File: src/hw/rtl/mexp_pkg.sv
// Package for the modular exponentiation block: widths, constants and the
// command and status words between controller and datapath. No dependencies.
`default_nettype none

package mexp_pkg;

  // Field widths.
  localparam int unsigned WordW    = 32;
  localparam int unsigned ModW     = 31;
  localparam int unsigned ExpBits  = 32;
  localparam int unsigned BitCntW  = $clog2(ExpBits);

  // A product of two residues fits in twice the modulus width.
  localparam int unsigned ProdW    = 2 * ModW;
  localparam int unsigned RedSteps = ProdW;
  localparam int unsigned RedCntW  = $clog2(RedSteps);

  localparam logic [ModW-1:0] ModulusReset = ModW'(1000000009);

  // Commands from the controller to the datapath.
  typedef struct packed {
    logic load;      // capture base and exponent, preset the running value
    logic mul_sq;    // product of running value with itself
    logic mul_b;     // product of running value and reduced base
    logic red_step;  // one restoring reduction step
    logic wr_b;      // remainder becomes the reduced base
    logic wr_r;      // remainder becomes the running value
    logic shift_e;   // move to the next exponent bit
  } cmd_t;

  // Status from the datapath to the controller.
  typedef struct packed {
    logic red_last;  // this reduction step is the final one
    logic e_msb;     // exponent bit under scan
  } stat_t;

endpackage

`default_nettype wire

File: src/hw/rtl/mexp_dp.sv
// Datapath of the modular exponentiation block: modulus register, one
// 31x31 multiplier and a bit-serial reducer. Depends on mexp_pkg.
`default_nettype none

module mexp_dp (
  input  wire logic                          clk_i,
  input  wire logic                          rst_ni,
  input  wire logic                          modulus_we_i,
  input  wire logic [mexp_pkg::ModW-1:0]     modulus_i,
  input  wire logic [mexp_pkg::WordW-1:0]    base_i,
  input  wire logic [mexp_pkg::ExpBits-1:0]  exponent_i,
  input  wire mexp_pkg::cmd_t                cmd_i,
  output mexp_pkg::stat_t                    stat_o,
  output logic [mexp_pkg::ModW-1:0]          power_o
);

  logic [mexp_pkg::ModW-1:0]     mod_q;
  logic [mexp_pkg::ProdW-1:0]    prod_q, prod_d;
  logic [mexp_pkg::ModW-1:0]     rem_q, rem_d;
  logic [mexp_pkg::ModW-1:0]     r_q, r_d;
  logic [mexp_pkg::ModW-1:0]     b_q, b_d;
  logic [mexp_pkg::ExpBits-1:0]  e_q, e_d;
  logic [mexp_pkg::RedCntW-1:0]  red_cnt_q, red_cnt_d;
  logic [mexp_pkg::ModW:0]       trial;
  logic [mexp_pkg::ModW:0]       trial_sub;
  logic [mexp_pkg::ModW-1:0]     mul_a;

  // Modulus register, written by the configuration port.
  always_ff @(posedge clk_i or negedge rst_ni) begin
    if (!rst_ni) begin
      mod_q <= mexp_pkg::ModulusReset;
    end else if (modulus_we_i) begin
      mod_q <= modulus_i;
    end
  end

  // One restoring step: bring in the next product bit, subtract if it fits.
  assign trial     = {rem_q, prod_q[mexp_pkg::ProdW-1]};
  assign trial_sub = trial - {1'b0, mod_q};

  // Second multiplier operand.
  assign mul_a = cmd_i.mul_b ? b_q : r_q;

  always_comb begin
    prod_d    = prod_q;
    rem_d     = rem_q;
    r_d       = r_q;
    b_d       = b_q;
    e_d       = e_q;
    red_cnt_d = red_cnt_q;
    if (cmd_i.load) begin
      prod_d    = {{(mexp_pkg::ProdW-mexp_pkg::WordW){1'b0}}, base_i};
      rem_d     = '0;
      red_cnt_d = '0;
      e_d       = exponent_i;
      r_d       = (mod_q == mexp_pkg::ModW'(1)) ? '0 : mexp_pkg::ModW'(1);
    end
    if (cmd_i.mul_sq || cmd_i.mul_b) begin
      prod_d    = mexp_pkg::ProdW'(r_q) * mexp_pkg::ProdW'(mul_a);
      rem_d     = '0;
      red_cnt_d = '0;
    end
    if (cmd_i.red_step) begin
      prod_d    = {prod_q[mexp_pkg::ProdW-2:0], 1'b0};
      rem_d     = (trial >= {1'b0, mod_q}) ? trial_sub[mexp_pkg::ModW-1:0]
                                           : trial[mexp_pkg::ModW-1:0];
      red_cnt_d = red_cnt_q + 1'b1;
    end
    if (cmd_i.wr_b) begin
      b_d = rem_q;
    end
    if (cmd_i.wr_r) begin
      r_d = rem_q;
    end
    if (cmd_i.shift_e) begin
      e_d = {e_q[mexp_pkg::ExpBits-2:0], 1'b0};
    end
  end

  // Step counter of the reducer.
  always_ff @(posedge clk_i or negedge rst_ni) begin
    if (!rst_ni) begin
      red_cnt_q <= '0;
    end else begin
      red_cnt_q <= red_cnt_d;
    end
  end

  // Operand and result words.
  always_ff @(posedge clk_i) begin
    prod_q <= prod_d;
    rem_q  <= rem_d;
    r_q    <= r_d;
    b_q    <= b_d;
    e_q    <= e_d;
  end

  assign stat_o.red_last = (red_cnt_q == mexp_pkg::RedCntW'(mexp_pkg::RedSteps - 1));
  assign stat_o.e_msb    = e_q[mexp_pkg::ExpBits-1];

  // A zero modulus admits no reduction and gives zero.
  assign power_o = (mod_q == '0) ? '0 : r_q;

  // The partial remainder stays below the modulus while reducing.
  a_rem_below_mod : assert property (@(posedge clk_i) disable iff (!rst_ni)
    (cmd_i.red_step && mod_q != '0) |-> rem_q < mod_q)
    else $error("partial remainder not below modulus");

  // Loading a base or a product clears the reduction step counter.
  a_step_after_load : assert property (@(posedge clk_i) disable iff (!rst_ni)
    (cmd_i.mul_sq || cmd_i.mul_b || cmd_i.load) |=> red_cnt_q == '0)
    else $error("reduction counter not cleared by a new operand");

endmodule

`default_nettype wire

File: src/hw/rtl/mexp_ctrl.sv
// Controller of the modular exponentiation block: one-hot state machine
// that sequences square, multiply and reduce. Depends on mexp_pkg.
`default_nettype none

module mexp_ctrl (
  input  wire logic            clk_i,
  input  wire logic            rst_ni,
  input  wire logic            start,
  output logic                 busy,
  output logic                 done_o,
  input  wire mexp_pkg::stat_t stat_i,
  output mexp_pkg::cmd_t       cmd_o
);

  typedef enum logic [9:0] {
    StIdle   = 10'b00_0000_0001,
    StRedB   = 10'b00_0000_0010,
    StWrB    = 10'b00_0000_0100,
    StSq     = 10'b00_0000_1000,
    StRedSq  = 10'b00_0001_0000,
    StWrSq   = 10'b00_0010_0000,
    StMul    = 10'b00_0100_0000,
    StRedMul = 10'b00_1000_0000,
    StWrMul  = 10'b01_0000_0000,
    StDone   = 10'b10_0000_0000
  } state_e;

  state_e                         state_q, state_d;
  logic [mexp_pkg::BitCntW-1:0]   bit_q, bit_d;
  logic                           bit_last;

  assign bit_last = (bit_q == mexp_pkg::BitCntW'(mexp_pkg::ExpBits - 1));

  // Next state and commands.
  always_comb begin
    state_d = state_q;
    bit_d   = bit_q;
    cmd_o   = '0;
    unique case (state_q)
      StIdle: begin
        if (start) begin
          cmd_o.load = 1'b1;
          bit_d      = '0;
          state_d    = StRedB;
        end
      end
      StRedB: begin
        cmd_o.red_step = 1'b1;
        if (stat_i.red_last) state_d = StWrB;
      end
      StWrB: begin
        cmd_o.wr_b = 1'b1;
        state_d    = StSq;
      end
      StSq: begin
        cmd_o.mul_sq = 1'b1;
        state_d      = StRedSq;
      end
      StRedSq: begin
        cmd_o.red_step = 1'b1;
        if (stat_i.red_last) state_d = StWrSq;
      end
      StWrSq: begin
        cmd_o.wr_r = 1'b1;
        if (stat_i.e_msb) begin
          state_d = StMul;
        end else begin
          cmd_o.shift_e = 1'b1;
          bit_d         = bit_q + 1'b1;
          state_d       = bit_last ? StDone : StSq;
        end
      end
      StMul: begin
        cmd_o.mul_b = 1'b1;
        state_d     = StRedMul;
      end
      StRedMul: begin
        cmd_o.red_step = 1'b1;
        if (stat_i.red_last) state_d = StWrMul;
      end
      StWrMul: begin
        cmd_o.wr_r    = 1'b1;
        cmd_o.shift_e = 1'b1;
        bit_d         = bit_q + 1'b1;
        state_d       = bit_last ? StDone : StSq;
      end
      StDone: begin
        state_d = StIdle;
      end
      default: begin
        state_d = StIdle;
      end
    endcase
  end

  // State and exponent bit counter.
  always_ff @(posedge clk_i or negedge rst_ni) begin
    if (!rst_ni) begin
      state_q <= StIdle;
      bit_q   <= '0;
    end else begin
      state_q <= state_d;
      bit_q   <= bit_d;
    end
  end

  assign busy   = (state_q != StIdle);
  assign done_o = (state_q == StDone);

  // An accepted word always begins with the base reduction.
  a_start_to_red : assert property (@(posedge clk_i) disable iff (!rst_ni)
    (start && !busy) |=> state_q == StRedB)
    else $error("accepted word did not start base reduction");

  // The result strobe lasts one cycle and frees the block.
  a_done_frees : assert property (@(posedge clk_i) disable iff (!rst_ni)
    done_o |=> !done_o && !busy)
    else $error("done strobe not followed by idle");

  // The result is only shown while the block counts as busy.
  a_done_busy : assert property (@(posedge clk_i) disable iff (!rst_ni)
    done_o |-> busy)
    else $error("done strobe while idle");

endmodule

`default_nettype wire

File: src/hw/rtl/modular_exponentiation_top.sv
// Top level of the modular exponentiation block: controller and datapath.
// Depends on mexp_pkg, mexp_ctrl and mexp_dp.
//
//   Channel   Handshake             Payload
//   input     start / busy          base_i[31:0], exponent_i[31:0]
//   result    done_o (strobe)       power_o[30:0]
//   config    modulus_we_i          modulus_i[30:0]
//
// A word's run time, from the accepting edge to the edge that ends the done
// strobe, grows with the number of set exponent bits; the single bit-serial
// reducer, 62 steps per product, sets it.
// busy stays high from the accepting edge through the done cycle.
// The result is valid on power_o while done_o is high; the receiver
// cannot stall it. Reset restores the modulus to 1000000009 and idles.
`default_nettype none

module modular_exponentiation_top (
  input  wire logic                          clk_i,
  input  wire logic                          rst_ni,
  input  wire logic                          start,
  output logic                               busy,
  input  wire logic [mexp_pkg::WordW-1:0]    base_i,
  input  wire logic [mexp_pkg::ExpBits-1:0]  exponent_i,
  output logic                               done_o,
  output logic [mexp_pkg::ModW-1:0]          power_o,
  input  wire logic                          modulus_we_i,
  input  wire logic [mexp_pkg::ModW-1:0]     modulus_i
);

  mexp_pkg::cmd_t  cmd;
  mexp_pkg::stat_t stat;

  // Sequencer.
  mexp_ctrl u_ctrl (
    .clk_i  (clk_i),
    .rst_ni (rst_ni),
    .start  (start),
    .busy   (busy),
    .done_o (done_o),
    .stat_i (stat),
    .cmd_o  (cmd)
  );

  // Arithmetic.
  mexp_dp u_dp (
    .clk_i        (clk_i),
    .rst_ni       (rst_ni),
    .modulus_we_i (modulus_we_i),
    .modulus_i    (modulus_i),
    .base_i       (base_i),
    .exponent_i   (exponent_i),
    .cmd_i        (cmd),
    .stat_o       (stat),
    .power_o      (power_o)
  );

endmodule

`default_nettype wire

File: config.mk
export PLATFORM = sky130hd
export DESIGN_NAME = modular_exponentiation_top
export DESIGN_NICKNAME = d
export VERILOG_FILES = /design/src/hw/rtl/mexp_pkg.sv /design/src/hw/rtl/mexp_dp.sv /design/src/hw/rtl/mexp_ctrl.sv /design/src/hw/rtl/modular_exponentiation_top.sv
export SDC_FILE = /design/constraint.sdc
export NUM_CORES = 2
export LEC_CHECK = 0
export ABC_AREA = 1
export ABC_CLOCK_PERIOD_IN_PS = 6700
export BUFFER_PORTS_ARGS = -buffer_cell sky130_fd_sc_hd__buf_2
export CAP_MARGIN = 20
export CORE_MARGIN = 8
export CORE_UTILIZATION = 30
export DETAILED_ROUTE_END_ITERATION = 10
export PLACE_DENSITY = 0.45
export SETUP_SLACK_MARGIN = 0.02
export SLEW_MARGIN = 10
export SYNTH_ARGS = -nofsm -noshare
export SYNTH_HDL_FRONTEND = slang
export SYNTH_SLANG_ARGS = --single-unit
File: constraint.sdc
create_clock -name clk_i -period 6.7 [get_ports clk_i]
set_input_delay 0.335 -clock clk_i [delete_from_list [all_inputs] [get_ports clk_i]]
set_output_delay 0.335 -clock clk_i [all_outputs]
set_load 0.03 [all_outputs]
* After elaboration in Yosys (flattened, before gate mapping)
Index checks and enable logic that the tools add are counted.
** Cells by class
- $mul :: 1
- Reduce and logical (&&, ||, !) cells :: 10
- Muxes and demuxes :: 35
- Add/sub/neg operators :: 3
- Order comparisons :: 1
- Eq/ne operators :: 19
** Operators with widths (count)
- $mux 31 :: 8
- $mux 62 :: 3
- $pmux 10 s9 :: 1
- $mux 32 :: 2
- $mul 31x31->62 :: 1
- $mux 10 :: 6
- $ge 32x31->1 :: 1
- $eq 31x1->1 const B :: 1
- $logic_not 31->1 :: 1
- $sub 31x31->31 :: 1
- $mux 6 :: 3
- $pmux 5 s3 :: 1
- $eq 10x1->1 const B :: 1
- $eq 10x10->1 const B :: 1
- $eq 10x2->1 const B :: 1
- $eq 10x3->1 const B :: 1
- $eq 10x4->1 const B :: 1
- $eq 10x5->1 const B :: 1
- $eq 10x6->1 const B :: 1
- $eq 10x7->1 const B :: 1
- $eq 10x8->1 const B :: 1
- $eq 10x9->1 const B :: 1
- $mux 5 :: 2
- $ne 10x1->1 const B :: 1
- other kinds (13) :: 27
** Word-level totals
- Bits of input ports :: 99
- Flip-flop bits (word level) :: 239
- Word-level logic and storage cells :: 80

* Longest topological paths before layout
- Depth in word-level cells :: 6
- Gate-level depth with buffers :: 38

* Cells and area by module
Synthesis repeated with hierarchy kept, for this count alone.
** Unflattened totals
- Cells, all modules :: 5717
- Area total of the unflattened synthesis :: 44953.1 µm²
** Modules (own cells, without submodules)
- mexp_dp :: cells an instance 5585, area each 43913.4 µm², instances 1
- mexp_ctrl :: cells an instance 132, area each 1039.7 µm², instances 1

* Worst setup path after synthesis
No wires, ideal clock.
- Kind :: reg2reg
- Start :: register u_ctrl.state_q[0]
- End :: register u_dp.prod_q[57] (netlist name) (data pin)
- Setup time :: 0.253 ns
- Buffers on the path :: 3
- Stages on the path, launching flop included :: 35
- Setup slack :: -0.542 ns
- Data required time :: 6.447 ns
- Arrival :: 6.989 ns
- Period minus slack after synthesis :: 7.242 ns
- Cells stage by stage :: dfstp_2 -> nor2_1 -> nand2_1 -> nor3_2 -> nand2_4 -> inv_4 -> buf_6 -> buf_12 -> o21ai_4 -> buf_2 -> nor2_1 -> fa_1 -> fa_1 -> fa_1 -> inv_1 -> fa_1 -> inv_1 -> fa_1 -> inv_1 -> fa_1 -> inv_1 -> fa_1 -> fa_1 -> ha_1 -> nand2_1 -> nor2_1 -> nand2_1 -> nor2_1 -> nand2_1 -> nand3_1 -> nand2_1 -> nand3_1 -> nand2_1 -> nand3_1 -> nand2_1
** On the way
- Cells in the longest elaborated chain, start to end :: 6
** Ends and longest elaborated chain
- from (decl) :: RTL line mexp_ctrl.sv:28 : state_e state_q, state_d;
- from (signal assigned) :: RTL line mexp_ctrl.sv:99 : state_q <= StIdle;
- from (signal assigned) :: RTL line mexp_ctrl.sv:102 : state_q <= state_d;
- $eq 10x7->1 :: RTL line mexp_ctrl.sv:39 : unique case (state_q)
- $mux 1 :: RTL line mexp_ctrl.sv:39
- $mux 31 :: RTL line mexp_dp.sv:42 : assign mul_a = cmd_i.mul_b ? b_q : r_q;
- $mul 31x31->62 :: RTL line mexp_dp.sv:59 : prod_d = mexp_pkg::ProdW'(r_q) * mexp_pkg::ProdW'(mul_a);
- $mux 62 :: RTL line mexp_dp.sv:58 : if (cmd_i.mul_sq || cmd_i.mul_b) begin
- $mux 62 * :: RTL line mexp_dp.sv:63 : if (cmd_i.red_step) begin
- named net u_dp.prod_d, one bit :: RTL line mexp_dp.sv:18 : logic [mexp_pkg::ProdW-1:0] prod_q, prod_d;
- to (signal assigned) :: RTL line mexp_dp.sv:91 : prod_q <= prod_d;
- to (decl) :: RTL line mexp_dp.sv:18
Mark *: on every way through the listed nets, which the timed path passes. The rest lies on a longest branch.
A chain may end at the register's enable or synchronous reset.

* Worst setup path in the final report
- Start :: register u_ctrl.state_q[0]
- End :: register u_dp.prod_q[56] (netlist name) (data pin)
The elaborated chain is that of the path after synthesis.

==> impl.org <==
** Synth
- For this run, the number of Yosys warnings is 0.
- Simple-Gate Fraction of Synth Area :: 20.96%
- Summing the areas of all fa, ha and maj instances in the mapped netlist gives 45.39% of the synthesized area.
- Synthesized-area fraction occupied by ao, oa, aoi and oai cells :: 4.061%
- Counting every instance in the synthesized netlist gives 5,692.
- Register area share after synthesis :: 15.39%
- For this run, asynchronously set or reset flops after synthesis account for 21.76%.
- Number of distinct library cells after synthesis :: 51
- Number of flops mapped to enable cells by yosys :: 185
- Averaged over all synthesized cells, the footprint is 7.898 um2.
- Most frequently used flop master after synthesis :: sky130_fd_sc_hd__edfxtp_1
- Main combinational cell family by area after synthesis :: adder cells
- The number of nets handed over by synthesis was 6,919.
- Measured against the total synthesized area, the mux share comes to 0%.
- In this run the cell area of the synthesized design comes to 44,950 um2.
- After Yosys synthesis, XOR and XNOR cells account for 0.6819% of the synthesized area.
- Flip-flop and latch count after synthesis :: 239

** Floorplanning
- Once the floorplan was initialized, standard cells occupied 30.12% of the core.
- Die footprint :: 162,500 um2
- Height of the chip :: 403.1 um
- Chip Width :: 403.1 um
- Number of placed I/O pins :: 132
- Placeable core region :: 149,200 um2
- The floorplan has 142 rows.

** Global route
- Total gr overflow :: 0
- Global-route wire length before repair :: 261,100 um
- Maximum number of pins on one net before global-route repair :: 80
- Total global-route track usage :: 21.20%
- Antenna violations before repair :: 7
- The via count of the first global-routing pass was 40,039.

** Timing
- Headroom to the max-slew limit came out at 33.67%.
- Derived from the worst setup path, the maximum achievable clock frequency is 125.4 MHz.
- After layout, the worst path uses 119.0% of the clock period.
- Hold Slack :: 43.02 ps
- Across the routed clock network, the largest skew measured is 19.85 ps.
- Once routing completed, OpenROAD measured the worst setup slack at -1272 ps.
- Final count of hold timing violations :: 0
- Setup violations remaining at the end of the flow were counted as 52.
- The max-slew violation count was 0.
- At the pin with the least slew margin, the transition time is 988.8 ps.
- Unrepaired setup endpoints after global routing :: yes
- Post-layout minimum cycle time :: 7972 ps

** Place
- Timing analysis after detailed placement gives a worst setup slack of -1947 ps.
- Detailed-placement wirelength estimate :: 148,600 um
- The congestion estimate from routability-driven global placement came to 0.9158.
- Area post-placement :: 52,810 um2
- During placement, the flow inserted port buffers numbering 131.

** Clocking
- Buffers inserted during clock tree synthesis total 30.
- After clock tree synthesis, the clock-pin slew on the worst setup and hold paths is 60 ps.
- CTS built an H-tree with a depth of 1.
- TritonCTS built the clock tree.
- Clock tree sinks :: 239
- At the later pin of the worst-skew pair, clock insertion delay measures 590 ps.
- Clock root cell :: sky130_fd_sc_hd__clkbuf_16
- No sink is reached through more buffers than the 3 on the longest clock path.

** Run
- Maximum capacitance violations :: 0

** Critical path
- Cell class contributing the biggest share of worst-path delay :: adder cells
- At the worst endpoint, the arrival time is 8310 ps.
- Delay contributed by the slowest stage of the critical path :: 690 ps
- Standard cell with the maximum stage delay on the critical path :: sky130_fd_sc_hd__fa_2
- In this run the worst setup path begins at u_ctrl.state_q[0].
- CP dominant cell by count :: sky130_fd_sc_hd__fa_1
- The worst setup path is of the reg2reg kind.
- Number of buffers and inverters on the critical path :: 9
- Required time of the worst setup path :: 7040 ps
- STA classifies the critical path endpoint as a flop.
- In this run the worst path has a maximum fanout of 12.
- Kind of start point of the critical path :: flop
- The worst register-to-register path begins at u_ctrl.state_q[0].

** Run status
- Failing checks :: setup timing
- The run finished, with violations left.

** Drt
- After the first detailed-routing iteration, the DRC count stood at 2,616.
- In the routed layout, each cell is associated on average with a via count of 4.610.
- Via total after detailed routing :: 38,442
- In the final routed layout, each cell accounts on average for 20.88 um.
- In this run the remaining antenna-violating nets after routing total 0.
- Wires add up to 174,100 um.
- For this run, design rule violations remaining after detail routing come to 0.
- Before antenna repair, the detailed router went through 6 iterations.

** Finish
- The net count of the finished layout is 7,592.
- Fraction of final layout cells sized beyond drive strength 1 :: 23.76%
- From synthesis to final layout, the design area changed by 27.27%.
- The finished cells cover 57,210 um2.

** Min path
- The tightest min-delay check is of the in2reg type.
- Hold path start :: modulus_i[0]
==> through the flow <==
step,cells,util (%),setup TNS [ps]
floorplan,5692,-,-14400
global placement,8151,35.39,-84820
detailed placement,8151,35.39,-82900
CTS,8296,37.46,-53360
global route,8333,38.33,-67370
finish,8338,38.34,-55290
==> path summary, 6_finish.rpt <==
path	endpoint	slack, ps	cells after the start
worst min register to register	u_dp.b_q[30]	460	0
worst min-delay path	u_dp.mod_q[0]	40	3
max in group asynchronous	u_dp.red_cnt_q[2]	5790	3
worst max-delay path	u_dp.prod_q[56]	-1270	35
min in group asynchronous	u_dp.mod_q[13]	420	3
worst max register to register	u_dp.prod_q[56]	-1270	35
==> worst register-to-register path: cells and delay by family, from the launching register on <==
kind,cells,cell delay (ps)
AO/OA/AOI/OAI,1,340
buffers and inverters,9,960
adder cells (fa/ha/maj),9,4490
AND/OR/NAND/NOR,16,1420
flip-flops,1,540
==> cell usage after synthesis, drive strengths merged (4+ instances only) <==
library cell  count  share of area (%)
nor3             38               0.46
fa              838                 37
a2bb2oi           6               0.12
buf              96                1.2
a22o              4              0.078
nand2          1354                 11
inv            1343                 11
nor2            843                7.1
xor2             23               0.45
nor4              4              0.056
clkbuf          113               0.95
o21ai           183                2.4
ha              290                8.1
a21oi            98                1.1
xnor2            12               0.23
or2              12               0.17
clkinv           18               0.15
edfxtp          185                 12
o22ai            12               0.17
dfstp            16               0.94
dfrtp            36                2.0
nand3           115                1.3
nand4            33               0.46
==> state kept, by name, summed over array words and instances (netlist names) <==
name and flops:
u_dp.rem_q 31, u_ctrl.bit_q 5, u_dp.prod_q 62, u_dp.b_q 31, u_dp.r_q 31, u_dp.mod_q 31, u_dp.e_q 32, u_ctrl.state_q 10
u_dp.red_cnt_q 6
==> metal layers <==
metal	share of wire, %	GRT usage (%)	wire, um	up-vias
met3	6.0	2.650	10440	159
met2	46	34.87	79910	1067
li1	-	-	-	18023
met1	46	30.09	79580	19189
met4	2.4	4.310	4108	4
met5	0.013	0	22	-
==> layout by cell type (no fill, tap or decap), drive strengths merged, types with 33 or more instances in the layout <==
master,instances
nand3,115
inv,1344
nor2,843
fa,838
buf,815
a21oi,98
clkbuf,42
ha,290
dfrtp,36
nor3,38
nand2,1354
edfxtp,185
o21ai,184
nand4,33
==> timing repair <==
| action | 4_1_cts | 5_1_grt |
|---|---|---|
| setup buffers | 55 | 37 |
| endpoints found under the hold margin | 66 | 0 |
| gates cloned | 3 | 3 |
| setup endpoints to repair | 53 | 53 |
| hold buffers | 31 | 0 |
| resized for setup | 365 | 309 |
| pin swaps | 142 | 162 |
==> cell type report <==
| class | instances | area [um2] |
|---|---|---|
| fillers | 15524 | 92030 |
| multi-input cells | 3884 | 34310 |
| repair buffers | 849 | 7353 |
| flip-flops and latches | 239 | 6917 |
| inverters | 1361 | 5174 |
| well taps | 1944 | 2432 |
| clock buffers | 39 | 825.8 |
| clock inverters | 17 | 190.2 |
| diodes | 5 | 12.51 |
==> cells by family (layout without fill, tap and decap cells) <==
| family | Yosys count | count (layout) |
|---|---|---|
| buffers and inverters | 1570 | 2266 |
| xor gates and xnor gates | 35 | 35 |
| and+or+nand+nor | 2405 | 2405 |
| other | 0 | 5 |
| DFF | 239 | 239 |
| AOI/OAI and AO/OA | 315 | 316 |
| adders and majority gates | 1128 | 1128 |
Power is left out: the tool's default activity adds up to more than one toggle a clock period on the data nets, which glitch-free logic cannot reach.
